### src/rtl/rcd_pkg.sv
package rcd_pkg;

   localparam int BYTE_W  = 8;
   localparam int COUNT_W = 6;
   localparam int REM_W   = COUNT_W + 1;
   localparam int CNT_W   = 2;

   // chunk types, header bits 7..6
   localparam logic [1:0] TYPE_FILL = 2'd0;
   localparam logic [1:0] TYPE_BYTE = 2'd1;
   localparam logic [1:0] TYPE_PAIR = 2'd2;
   localparam logic [1:0] TYPE_LIT  = 2'd3;

   localparam logic [CNT_W-1:0] COUNT_ONE = 2'd1;
   localparam logic [CNT_W-1:0] COUNT_TWO = 2'd2;

   localparam int RSP_DATA_W = 24;

   typedef struct packed {
      logic hdr;       // take header byte
      logic first;     // take repeated byte or first pair byte
      logic second;    // take second pair byte
      logic emit_run;  // push one run word
      logic emit_lit;  // push incoming byte as a literal word
   } rcd_cmd_type;

   typedef struct packed {
      logic [1:0] in_type;     // type field of the incoming byte
      logic [1:0] chunk_type;  // type of the chunk in progress
      logic       last;        // one word left in the chunk
      logic       load_ok;     // output register can take a word
   } rcd_sts_type;

endpackage

### src/rtl/rcd_ctrl.sv
module rcd_ctrl
   import rcd_pkg::*;
(
   input  logic        clock,
   input  logic        reset,
   input  logic        req_tvalid,
   output logic        req_tready,
   input  rcd_sts_type sts,
   output rcd_cmd_type cmd
);

   typedef enum logic [2:0] {
      ST_HEAD,
      ST_BYTE1,
      ST_BYTE2,
      ST_RUN,
      ST_LIT
   } state_type;

   state_type state_ff, state_in;

   always_comb begin
      cmd        = '0;
      req_tready = 1'b0;
      state_in   = state_ff;
      case (state_ff)
         ST_HEAD: begin
            req_tready = 1'b1;
            if (req_tvalid) begin
               cmd.hdr = 1'b1;
               case (sts.in_type)
                  TYPE_FILL: state_in = ST_RUN;
                  TYPE_LIT:  state_in = ST_LIT;
                  default:   state_in = ST_BYTE1;
               endcase
            end
         end
         ST_BYTE1: begin
            req_tready = 1'b1;
            if (req_tvalid) begin
               cmd.first = 1'b1;
               state_in  = (sts.chunk_type == TYPE_PAIR) ? ST_BYTE2 : ST_RUN;
            end
         end
         ST_BYTE2: begin
            req_tready = 1'b1;
            if (req_tvalid) begin
               cmd.second = 1'b1;
               state_in   = ST_RUN;
            end
         end
         ST_RUN: begin
            if (sts.load_ok) begin
               cmd.emit_run = 1'b1;
               if (sts.last) begin
                  state_in = ST_HEAD;
               end
            end
         end
         ST_LIT: begin
            req_tready = sts.load_ok;
            if (req_tvalid && sts.load_ok) begin
               cmd.emit_lit = 1'b1;
               if (sts.last) begin
                  state_in = ST_HEAD;
               end
            end
         end
         default: begin
            state_in = ST_HEAD;
         end
      endcase
   end

   always_ff @(posedge clock) begin
      if (reset) begin
         state_ff <= ST_HEAD;
      end else begin
         state_ff <= state_in;
      end
   end

endmodule

### src/rtl/rcd_dp.sv
module rcd_dp
   import rcd_pkg::*;
(
   input  logic                  clock,
   input  logic                  reset,
   input  logic                  csr_wen,
   input  logic [BYTE_W-1:0]     csr_wdata,
   input  logic [BYTE_W-1:0]     in_byte,
   input  rcd_cmd_type           cmd,
   output rcd_sts_type           sts,
   input  logic                  rsp_tready,
   output logic                  rsp_tvalid,
   output logic [BYTE_W-1:0]     out_byte_a,
   output logic [BYTE_W-1:0]     out_byte_b,
   output logic [CNT_W-1:0]      byte_count,
   output logic                  run_last
);

   logic [BYTE_W-1:0] fill_ff;
   logic [1:0]        type_ff;
   logic [REM_W-1:0]  rem_ff;
   logic [BYTE_W-1:0] a_ff, b_ff;
   logic              two_ff;

   logic              ovalid_ff, ovalid_in;
   logic [BYTE_W-1:0] oa_ff, ob_ff;
   logic [CNT_W-1:0]  ocnt_ff;
   logic              olast_ff;

   logic              last;
   logic              load_ok;
   logic              emit;

   assign last    = (rem_ff == REM_W'(1));
   assign load_ok = !ovalid_ff || rsp_tready;
   assign emit    = cmd.emit_run || cmd.emit_lit;

   assign sts.in_type    = in_byte[BYTE_W-1 -: 2];
   assign sts.chunk_type = type_ff;
   assign sts.last       = last;
   assign sts.load_ok    = load_ok;

   always_ff @(posedge clock) begin
      if (reset) begin
         fill_ff <= '0;
      end else if (csr_wen) begin
         fill_ff <= csr_wdata;
      end
   end

   // chunk registers; fill byte is captured when the header arrives
   always_ff @(posedge clock) begin
      if (reset) begin
         type_ff <= TYPE_FILL;
         rem_ff  <= '0;
      end else begin
         if (cmd.hdr) begin
            type_ff <= in_byte[BYTE_W-1 -: 2];
            rem_ff  <= {1'b0, in_byte[COUNT_W-1:0]} + REM_W'(1);
         end else if (emit) begin
            rem_ff  <= rem_ff - REM_W'(1);
         end
      end
   end

   always_ff @(posedge clock) begin
      if (cmd.hdr) begin
         a_ff   <= fill_ff;
         b_ff   <= '0;
         two_ff <= 1'b0;
      end else if (cmd.first) begin
         a_ff   <= in_byte;
         b_ff   <= '0;
         two_ff <= 1'b0;
      end else if (cmd.second) begin
         b_ff   <= in_byte;
         two_ff <= 1'b1;
      end
   end

   // output register
   assign ovalid_in = emit || (ovalid_ff && !rsp_tready);

   always_ff @(posedge clock) begin
      if (reset) begin
         ovalid_ff <= 1'b0;
      end else begin
         ovalid_ff <= ovalid_in;
      end
   end

   always_ff @(posedge clock) begin
      if (cmd.emit_run) begin
         oa_ff    <= a_ff;
         ob_ff    <= b_ff;
         ocnt_ff  <= two_ff ? COUNT_TWO : COUNT_ONE;
         olast_ff <= last;
      end else if (cmd.emit_lit) begin
         oa_ff    <= in_byte;
         ob_ff    <= '0;
         ocnt_ff  <= COUNT_ONE;
         olast_ff <= last;
      end
   end

   assign rsp_tvalid = ovalid_ff;
   assign out_byte_a = oa_ff;
   assign out_byte_b = ob_ff;
   assign byte_count = ocnt_ff;
   assign run_last   = olast_ff;

endmodule

### src/rtl/rle_chunk_decompressor.sv
// Run-length chunk decompressor. Compressed bytes enter one per word on req_;
// a header byte carries the chunk type in bits 7..6 and a count in bits 5..0
// (run length = count + 1). Type 0 repeats the csr fill byte, type 1 the next
// byte, type 2 the next two bytes as a pair, type 3 passes the following bytes
// through. Each rsp_ word holds one or two bytes, tlast marks a chunk's last
// word. Header and payload bytes are taken one per cycle; a run of length L
// then gives L words at one per cycle from the output register, during which
// no input is taken, so a run chunk takes its header, then no (type 0), one
// (type 1) or two (type 2) payload bytes, then gives its L words of output.
// Literal bytes pass at one per cycle. Output back-pressure stalls the run
// and the literal bytes cycle for cycle. The fill byte is sampled when a type
// 0 header is taken.
module rle_chunk_decompressor
   import rcd_pkg::*;
(
   input  logic                  clock,
   input  logic                  reset,
   input  logic                  csr_wen,
   input  logic [BYTE_W-1:0]     csr_wdata,   // fill_byte
   input  logic                  req_tvalid,
   output logic                  req_tready,
   input  logic [BYTE_W-1:0]     req_tdata,   // [7:0] in_byte
   output logic                  rsp_tvalid,
   input  logic                  rsp_tready,
   // [7:0] out_byte_a, [15:8] out_byte_b, [17:16] byte_count, [23:18] zero
   output logic [RSP_DATA_W-1:0] rsp_tdata,
   output logic                  rsp_tlast    // run_last
);

   rcd_cmd_type       cmd;
   rcd_sts_type       sts;
   logic [BYTE_W-1:0] out_byte_a, out_byte_b;
   logic [CNT_W-1:0]  byte_count;

   rcd_ctrl u_ctrl (
      .clock      (clock),
      .reset      (reset),
      .req_tvalid (req_tvalid),
      .req_tready (req_tready),
      .sts        (sts),
      .cmd        (cmd)
   );

   rcd_dp u_dp (
      .clock      (clock),
      .reset      (reset),
      .csr_wen    (csr_wen),
      .csr_wdata  (csr_wdata),
      .in_byte    (req_tdata),
      .cmd        (cmd),
      .sts        (sts),
      .rsp_tready (rsp_tready),
      .rsp_tvalid (rsp_tvalid),
      .out_byte_a (out_byte_a),
      .out_byte_b (out_byte_b),
      .byte_count (byte_count),
      .run_last   (rsp_tlast)
   );

   assign rsp_tdata = {(RSP_DATA_W - 2*BYTE_W - CNT_W)'(0), byte_count, out_byte_b, out_byte_a};

endmodule

### config.mk
export PLATFORM = sky130hd
export DESIGN_NAME = rle_chunk_decompressor
export DESIGN_NICKNAME = d
export VERILOG_FILES = /design/src/rtl/rcd_pkg.sv /design/src/rtl/rcd_ctrl.sv /design/src/rtl/rcd_dp.sv /design/src/rtl/rle_chunk_decompressor.sv
export SDC_FILE = /design/constraint.sdc
export NUM_CORES = 1
export LEC_CHECK = 0
export ABC_CLOCK_PERIOD_IN_PS = 5800
export BUFFER_PORTS_ARGS = -buffer_cell sky130_fd_sc_hd__buf_2
export CORE_UTILIZATION = 45
export CTS_BUF_LIST = sky130_fd_sc_hd__clkbuf_16
export CTS_CLUSTER_DIAMETER = 30
export DETAILED_ROUTE_END_ITERATION = 10
export GPL_ROUTABILITY_DRIVEN = 0
export PLACE_DENSITY_LB_ADDON = 0.08
export RECOVER_POWER = 25
export SYNTH_ARGS = -nofsm -noshare
export SYNTH_HDL_FRONTEND = slang
export SYNTH_HIERARCHICAL = 1
export SYNTH_SLANG_ARGS = --single-unit
### constraint.sdc
create_clock -name clock -period 5.8 [get_ports clock]
set_clock_uncertainty 0.05 [all_clocks]
set_input_delay 0.87 -clock clock [delete_from_list [all_inputs] [get_ports clock]]
set_output_delay 0.87 -clock clock [all_outputs]
set_load 0.01 [all_outputs]
After elaboration in Yosys (flattened, before gate mapping)

Index checks and enable logic that the tools add are counted.

Flip-flop bits (word level): 57
Input bits: 21
Output and inout bits: 27

$add $sub $neg: 2
Eq/ne operators: 12
Multiplexer cells: 31
Reductions and logical operators: 15

Operators by type and width:

| kind                | number |
|---|---|
| $mux 8              | 6 |
| $mux 3              | 6 |
| $pmux 3 s5          | 1 |
| $mux 7              | 2 |
| $mux 1              | 11 |
| $add 6x1->7 const B | 1 |
| $eq 7x1->1 const B  | 1 |
| $sub 7x1->7 const B | 1 |
| $eq 3x2->1 const B  | 2 |
| $mux 2              | 3 |
| $ne 2x2->1 const B  | 3 |
| $pmux 3 s2          | 1 |
| $reduce_bool 2->1   | 3 |
| $reduce_and 5->1    | 1 |
| $eq 2x2->1 const B  | 2 |
| $ne 2x1->1 const B  | 2 |
| $eq 3x1->1 const B  | 1 |
| $eq 3x3->1 const B  | 1 |
| $logic_not 3->1     | 1 |
| $logic_or 1x1->1    | 3 |
| $reduce_or 3->1     | 1 |
| $logic_and 1x1->1   | 2 |
| $logic_not 1->1     | 2 |
| $logic_not 2->1     | 1 |
| other kinds (2)     | 2 |

Depth between registers and ports, before layout

Gate-level depths: netlist (run 1).

Depth in word-level cells: 8
Depth in mapped cells: 9
Depth with buffers taken out: 8

Hierarchy

Netlist (run 1), hierarchy kept.

Modules (own cells, without submodules):

| module                 | instances | cells an instance | area an instance (um2) | seq. area each (um2) |
|---|---|---|---|---|
| rcd_dp                 | 1         | 185               | 2290.9                 | 1351.3 |
| rcd_ctrl               | 1         | 42                | 284.0                  | 60.1 |
| rle_chunk_decompressor | 1         | 7                 | 48.8                   | 0.0 |

Least setup slack after synthesis (run 1)

Ideal clock, no wire load.

Kind: input port to flip-flop
From: in req_tvalid
To: reg u_dp.a_ff[0], enable pin
Arrival: 2.049 ns
Path slack: 3.326 ns
Cell stages on the path: 4
Buffers on the path: 1
Path through: nand2_1 > nor3_1 > or2_2 > clkbuf_1

RTL lines:

| item                   | RTL line                     | RTL |
|---|---|---|
| start: declaration     | rle_chunk_decompressor.sv:20 | `input logic req_tvalid,` |
| end signal: assignment | rcd_dp.sv:68                 | `a_ff <= fill_ff;` |
| end signal: assignment | rcd_dp.sv:72                 | `a_ff <= in_byte;` |
| end: declaration       | rcd_dp.sv:22                 | `logic [BYTE_W-1:0] a_ff, b_ff;` |

==> run_results.csv, run 1 <==
group,metric,value,unit
worst_setup_path,cp_data_required_time,5.94,ns
worst_setup_path,crit-reg2reg-launch,"u_ctrl/state_ff[1]$_SDFFE_PP0P_",
final_layout,drive_gt1_share,21.82,%
yosys,seq_area_frac_synth,53.79,%
worst_setup_path,worstPathArrival,3.09,ns
yosys,syn_inst,234,
power,ir_drop,0.1622,mV
die,die_h,78.36,um
final_layout,antenna_cells,0,
detailed_routing,antenna_left,0,
worst_setup_path,endpoint_kind,"register",
global_routing,grt_max_degree,23,
timing,setup_viol,0,
timing,finalCriticalPeriod,2.954,ns
power,power.leakage,1.173,nW
global_routing,overflow,0,
cts,root_buffer,"clkbuf_16",
timing,timing_hold_violations_final,0,
timing,hold_slack,0.4213,ns
detailed_routing,met3_length,274,um
global_routing,grt_pass1_vias,1612,
die,io_pins,48,
timing,fin_tns_setup,0,ns
placed_design,port_buffers,41,
cts,clockBufferDepth,2,
yosys,syn_area_per_cell,11.21,sq um
cts,ctsHoldBuffers,0,
run,max_cap_viol_count,0,
min_path,whs_endpoint,"u_dp/two_ff$_SDFFE_PP0P_",
cts,cts_htree_levels,3,
yosys,post_synth_num_cell_types,40,
timing,tightest_slew,0.9076,ns
detailed_routing,top_layer,"met4",
detailed_routing,routed_wl,4.896,mm
final_layout,layout_commonest_cell,"nor2_1",
cts,cts_buffers,9,
worst_setup_path,crit_type,"in2reg",
final_layout,layout_common_cells,"31 x nor2_1, 30 x dfxtp_1, 27 x edfxtp_1",
worst_setup_path,ff2ff_setup_slack,2.90,ns
placed_design,dp_hpwl,3.222,mm
die,dieArea,0.006140,sq mm
cts,cts.repair.resized,0,
cts,cts_tree,"done",
die,initial_core_util,47.07,%
min_path,hold_class,"reg2reg",
global_routing,grt.total_usage,17.14,%
final_layout,nNetsFinal,294,
detailed_routing,vias_per_cell,5.006,
timing,max_freq,338.5,MHz
detailed_routing,wl_met1,2.441,mm
global_routing,antenna_found_initial,0,
yosys,synth_edf_count,27,
detailed_routing,num_vias,1737,
min_path,hold_depth,2,
worst_setup_path,worst-path-max-fanout,21,
detailed_routing,drc,0,
worst_setup_path,reg2reg_to,"u_dp/rem_ff[1]$_SDFFE_PP0P_",
worst_setup_path,r2r_cells,7,
worst_setup_path,start_kind,"primary input",
detailed_routing,dr.pass1.iters,4,
timing,slew-limit-headroom,39.27,%
detailed_routing,met2_wirelength,2.148,mm
yosys,ys_ff_latch,57,
timing,rsz0062_at_grt,"false",
final_layout,syn2layout_area_growth,16.02,%
run_status,outcome,"finished, final reports clean",
yosys,synth_area,0.002624,sq mm
yosys,async_flop_share,0,%
cts,cts_sinks,57,
detailed_routing,drt_iter0_drc,58,
die,rows,27,
global_routing,grt_pass1_wl,7.872,mm
cts,clkTransAtPathRegs,0.05,ns
die,core-area,0.005574,sq mm
yosys,ys.flop_type,"dfxtp_1",
timing,min_period_over_period,50.93,%
die,die_x,78.36,um
power,powerDensity,349.2,mW/mm^2
cts,post_cts_buffers,0,
cts,clk_latency,0.32,ns
min_path,min_from,"u_dp/two_ff$_SDFFE_PP0P_",
detailed_routing,wire_per_inst,14.11,um
yosys,yosys_warnings,6,
timing,maxSlewViolCount,0,
sequential cells by signal (all words and copies together), names as in the netlist:
| register | flops |
|---|---|
| u_ctrl/state_ff | 3 |
| u_dp/a_ff | 8 |
| u_dp/b_ff | 8 |
| u_dp/byte_count | 2 |
| u_dp/fill_ff | 8 |
| u_dp/out_byte_a | 8 |
| u_dp/out_byte_b | 8 |
| u_dp/rem_ff | 7 |
| u_dp/rsp_tvalid | 1 |
| u_dp/run_last | 1 |
| u_dp/two_ff | 1 |
| u_dp/type_ff | 2 |
cell type report:
type / instances / area, sq um
multi-input combinational: 152 / 1064
sequential: 57 / 1411
fill: 528 / 2530
inverter: 8 / 30.03
timing repair buffer: 42 / 192.7
clock buffer: 9 / 225.2
tap: 72 / 90.09
clock inverter: 7 / 31.28
metal layers:
layer	vias to the layer above	global-route usage [%]
li1	879	-
met1	804	22.91
met2	50	25.35
met3	4	6.279
met4	0	6.111
met5	-	0
where the power goes:
part           switching [mW]  leakage (nW)  internal (mW)
clock network           0.166         0.134          0.279
registers              0.0210         0.487          0.462
logic                  0.0767         0.552         0.0588
cells by family after synthesis:
logic type / Yosys count / synth area share (%)
simple gates: 75 / 15.07
flops: 57 / 53.79
xor+xnor: 8 / 2.670
fa+ha+maj: 3 / 1.431
mux: 36 / 14.54
other cells: 1 / 0.1429
buf+inv: 30 / 6.199
compound gates: 24 / 6.151
how the worst max path moves through the flow:
stage / start / end / slack [ns]
global placement: rsp_tready / u_dp/rem_ff[1]$_SDFFE_PP0P_ / 2.90
global route: u_ctrl/state_ff[1]$_SDFFE_PP0P_ / u_dp/rem_ff[1]$_SDFFE_PP0P_ / 2.63
detailed placement: rsp_tready / u_dp/rem_ff[1]$_SDFFE_PP0P_ / 2.81
floorplan: req_tvalid / u_dp/a_ff[0]$_DFFE_PP_ / 3.33
CTS: rsp_tready / u_dp/rem_ff[1]$_SDFFE_PP0P_ / 3.14
finish: rsp_tready / u_dp/rem_ff[1]$_SDFFE_PP0P_ / 2.85
through the flow:
stage          instance area [sq um]  util, %  setup WS, ns  std cells  total power, mW
2_1_floorplan                   2643        -         3.326        239           0.5946
3_3_place_gp                    2818    50.55         2.902        331           0.6281
3_5_place_dp                    2818    50.55         2.811        331           0.6283
4_1_cts                         3074    55.15         3.145        347            1.076
5_1_grt                         3044    54.61         2.630        347            1.114
6_report                        3044    54.61         2.846        347            1.063
cells in the mapped netlist, types with 2 or more instances:
cell type | number | area share [%]
nor2_1 | 31 | 4.4
dfxtp_1 | 30 | 23
edfxtp_1 | 27 | 31
mux2i_1 | 19 | 7.2
mux2_2 | 17 | 7.3
buf_4 | 11 | 3.1
and2_1 | 10 | 2.4
clkbuf_1 | 9 | 1.3
a21oi_1 | 8 | 1.5
inv_1 | 8 | 1.1
nor3_1 | 8 | 1.5
nand2_1 | 5 | 0.72
o21ai_0 | 4 | 0.76
xnor2_1 | 4 | 1.3
xor2_1 | 4 | 1.3
a211oi_1 | 3 | 0.86
ha_1 | 3 | 1.4
nand2b_1 | 3 | 0.72
nand3_1 | 3 | 0.57
o21a_1 | 3 | 0.86
nor3b_1 | 2 | 0.57
o22ai_1 | 2 | 0.48
or2_2 | 2 | 0.48
or3_1 | 2 | 0.48
critical path, cell delays in order:
cell,delay [ns]
buf_2,0.07
nand2b_1,0.19
and3_1,0.69
nor2_1,0.27
inv_1,0.64
a211oi_1,0.17
a21oi_1,0.15
nor2_1,0.05
(Power assumes the default switching activity.)
==> run 2: changes to the inputs <==
--- a/config.mk
+++ b/config.mk
@@ -5,7 +5,7 @@
 export SDC_FILE = /design/constraint.sdc
 export NUM_CORES = 1
 export LEC_CHECK = 0
-export ABC_CLOCK_PERIOD_IN_PS = 5800
+export ABC_CLOCK_PERIOD_IN_PS = 2500
 export BUFFER_PORTS_ARGS = -buffer_cell sky130_fd_sc_hd__buf_2
 export CORE_UTILIZATION = 45
 export CTS_BUF_LIST = sky130_fd_sc_hd__clkbuf_16
==> constraint.sdc (replaced) <==
create_clock -name clock -period 2.5 [get_ports clock]
set_clock_uncertainty 0.05 [all_clocks]
set_input_delay 0.375 -clock clock [delete_from_list [all_inputs] [get_ports clock]]
set_output_delay 0.375 -clock clock [all_outputs]
set_load 0.01 [all_outputs]
==> run_results.csv, run 2 (same netlist as run 1, synthesis figures left out) <==
group,metric,value,unit
detailed_routing,drc,0,
final_layout,syn2layout_area_growth,19.79,%
global_routing,antenna_found_initial,0,
placed_design,placed_area,0.002878,sq mm
global_routing,grt_pass1_vias,1652,
cts,clockBufferDepth,2,
final_layout,drive_gt1_share,25.09,%
timing,max_freq,505.9,MHz
cts,clkTransAtPathRegs,0.05,ns
cts,ctsHoldBuffers,0,
worst_setup_path,r2r_cells,6,
min_path,hold_class,"in2reg",
placed_design,dp_hpwl,3.342,mm
cts,root_buffer,"clkbuf_16",
die,die_x,78.36,um
worst_setup_path,cp_data_required_time,2.64,ns
timing,fin_tns_setup,0,ns
detailed_routing,dr.pass1.iters,4,
global_routing,grt_util_met1,23.12,%
power,ir_drop,0.3902,mV
timing,setup_viol,0,
die,initial_core_util,47.07,%
power,power.leakage,1.223,nW
detailed_routing,drt_iter0_drc,106,
final_layout,instances_no_fill,355,
detailed_routing,routed_wl,4.861,mm
power,powerDensity,831.1,mW/mm^2
cts,cts_buffers,9,
cts,clk_latency,0.31,ns
cts,cts_htree_levels,3,
global_routing,grt-busiest-layer,"met2",
worst_setup_path,crit_type,"reg2reg",
worst_setup_path,worst-path-max-fanout,4,
worst_setup_path,crit-reg2reg-launch,"u_dp/rem_ff[2]$_SDFFE_PP0P_",
detailed_routing,num_vias,1782,
global_routing,grt.total_usage,17.68,%
timing,timing_hold_violations_final,0,
timing,tightest_slew,0.5449,ns
placed_design,post-place-ws,0.3541,ns
timing,min_period_over_period,79.07,%
worst_setup_path,reg2reg_to,"u_ctrl/state_ff[1]$_SDFFE_PP0P_",
final_layout,layout_commonest_cell,"nor2_1",
timing,maxSlewViolCount,0,
die,io_pins,48,
global_routing,gr-usage-met3,4.767,%
cts,cts_tree,"done",
worst_setup_path,start_kind,"register",
final_layout,fill_cells,527,
run,max_cap_viol_count,0,
worst_setup_path,endpoint_kind,"register",
timing,rsz0062_at_grt,"false",
detailed_routing,wire_per_inst,13.69,um
placed_design,dp_cells,339,
die,die_h,78.36,um
global_routing,grt_pass1_wl,8.135,mm
cts,post_cts_buffers,0,
timing,setup_ws,0.5231,ns
final_layout,nNetsFinal,302,
placed_design,port_buffers,41,
min_path,hold_depth,3,
global_routing,grt_max_degree,23,
final_layout,antenna_cells,0,
global_routing,gr-usage-met2,27.37,%
run_status,outcome,"finished, final reports clean",
final_layout,layout_common_cells,"31 x nor2_1, 30 x dfxtp_1, 27 x edfxtp_1",
min_path,whs_endpoint,"u_dp/fill_ff[1]$_SDFFE_PP0P_",
global_routing,overflow,0,
die,core-area,0.005574,sq mm
detailed_routing,antenna_left,0,
die,dieArea,0.006140,sq mm
timing,slew-limit-headroom,63.68,%
die,rows,27,
detailed_routing,vias_per_cell,5.020,
final_layout,fin_area,0.003143,sq mm
worst_setup_path,worstPathArrival,2.12,ns
cts,cts.repair.resized,0,
cts,cts_sinks,57,
timing,finalCriticalPeriod,1.977,ns
worst_setup_path,ff2ff_setup_slack,0.52,ns
min_path,min_from,"csr_wdata[1]",
run 2: cell types whose count changed in the layout (fill, tap and decap cells not counted), moves of 2 or more:
cell,delta
buf_4,+8
buf_2,-3
clkbuf_1,+3
clkinv_1,-2
run 2: final cells by class:
class / count / area (sq um) / share of cell area (%)
Sequential cell: 57 / 1411 / 44.90
Timing Repair Buffer: 50 / 249.0 / 7.922
Clock buffer: 9 / 225.2 / 7.166
Clock inverter: 7 / 63.81 / 2.030
Multi-Input combinational cell: 152 / 1074 / 34.16
Inverter: 8 / 30.03 / 0.9554
Tap cell: 72 / 90.09 / 2.866
run 2: metal layers:
metal	wire length, um	share of wire [%]
met1	2407	50
met2	2160	44
met3	237	4.9
met4	56	1.2
met5	0	0
run 2: power breakdown:
| part | switching, mW | internal [mW] |
|---|---|---|
| Sequential | 0.0361 | 1.07 |
| Clock | 0.402 | 0.760 |
| Combinational | 0.192 | 0.152 |
| Total | 0.631 | 1.98 |
run 2: metrics by stage:
step	hold slack, ns	utilization, %	total power, mW
6_report	0.2399	56.39	2.612
5_1_grt	0.2392	56.39	2.719
4_1_cts	0.2340	56.81	2.640
3_5_place_dp	0.3992	51.63	1.471
3_3_place_gp	0.3888	51.63	1.471
2_1_floorplan	0.3765	-	1.379
run 2: worst max path at each step:
| stage | slack [ns] | to | startpoint |
|---|---|---|---|
| after CTS | 0.54 | u_ctrl/state_ff[1]$_SDFFE_PP0P_ | u_dp/rem_ff[2]$_SDFFE_PP0P_ |
| after global routing | 0.32 | u_dp/rem_ff[6]$_SDFFE_PP0P_ | u_dp/rsp_tvalid$_SDFF_PP0_ |
| after floorplan | 0.41 | u_dp/a_ff[0]$_DFFE_PP_ | u_ctrl/state_ff[0]$_SDFFE_PP0P_ |
| after detailed placement | 0.35 | u_dp/rem_ff[6]$_SDFFE_PP0P_ | rsp_tready |
| after global placement | 0.40 | u_dp/rem_ff[6]$_SDFFE_PP0P_ | rsp_tready |
| final | 0.52 | u_ctrl/state_ff[1]$_SDFFE_PP0P_ | u_dp/rem_ff[2]$_SDFFE_PP0P_ |
run 2: worst max-delay path, stage by stage, from the launching register on:
cell	delay (ns)
dfxtp_1	0.34
or4_4	0.57
nor3b_1	0.38
and4_2	0.28
nor3_1	0.06
o21ai_0	0.09
o21ai_0	0.08
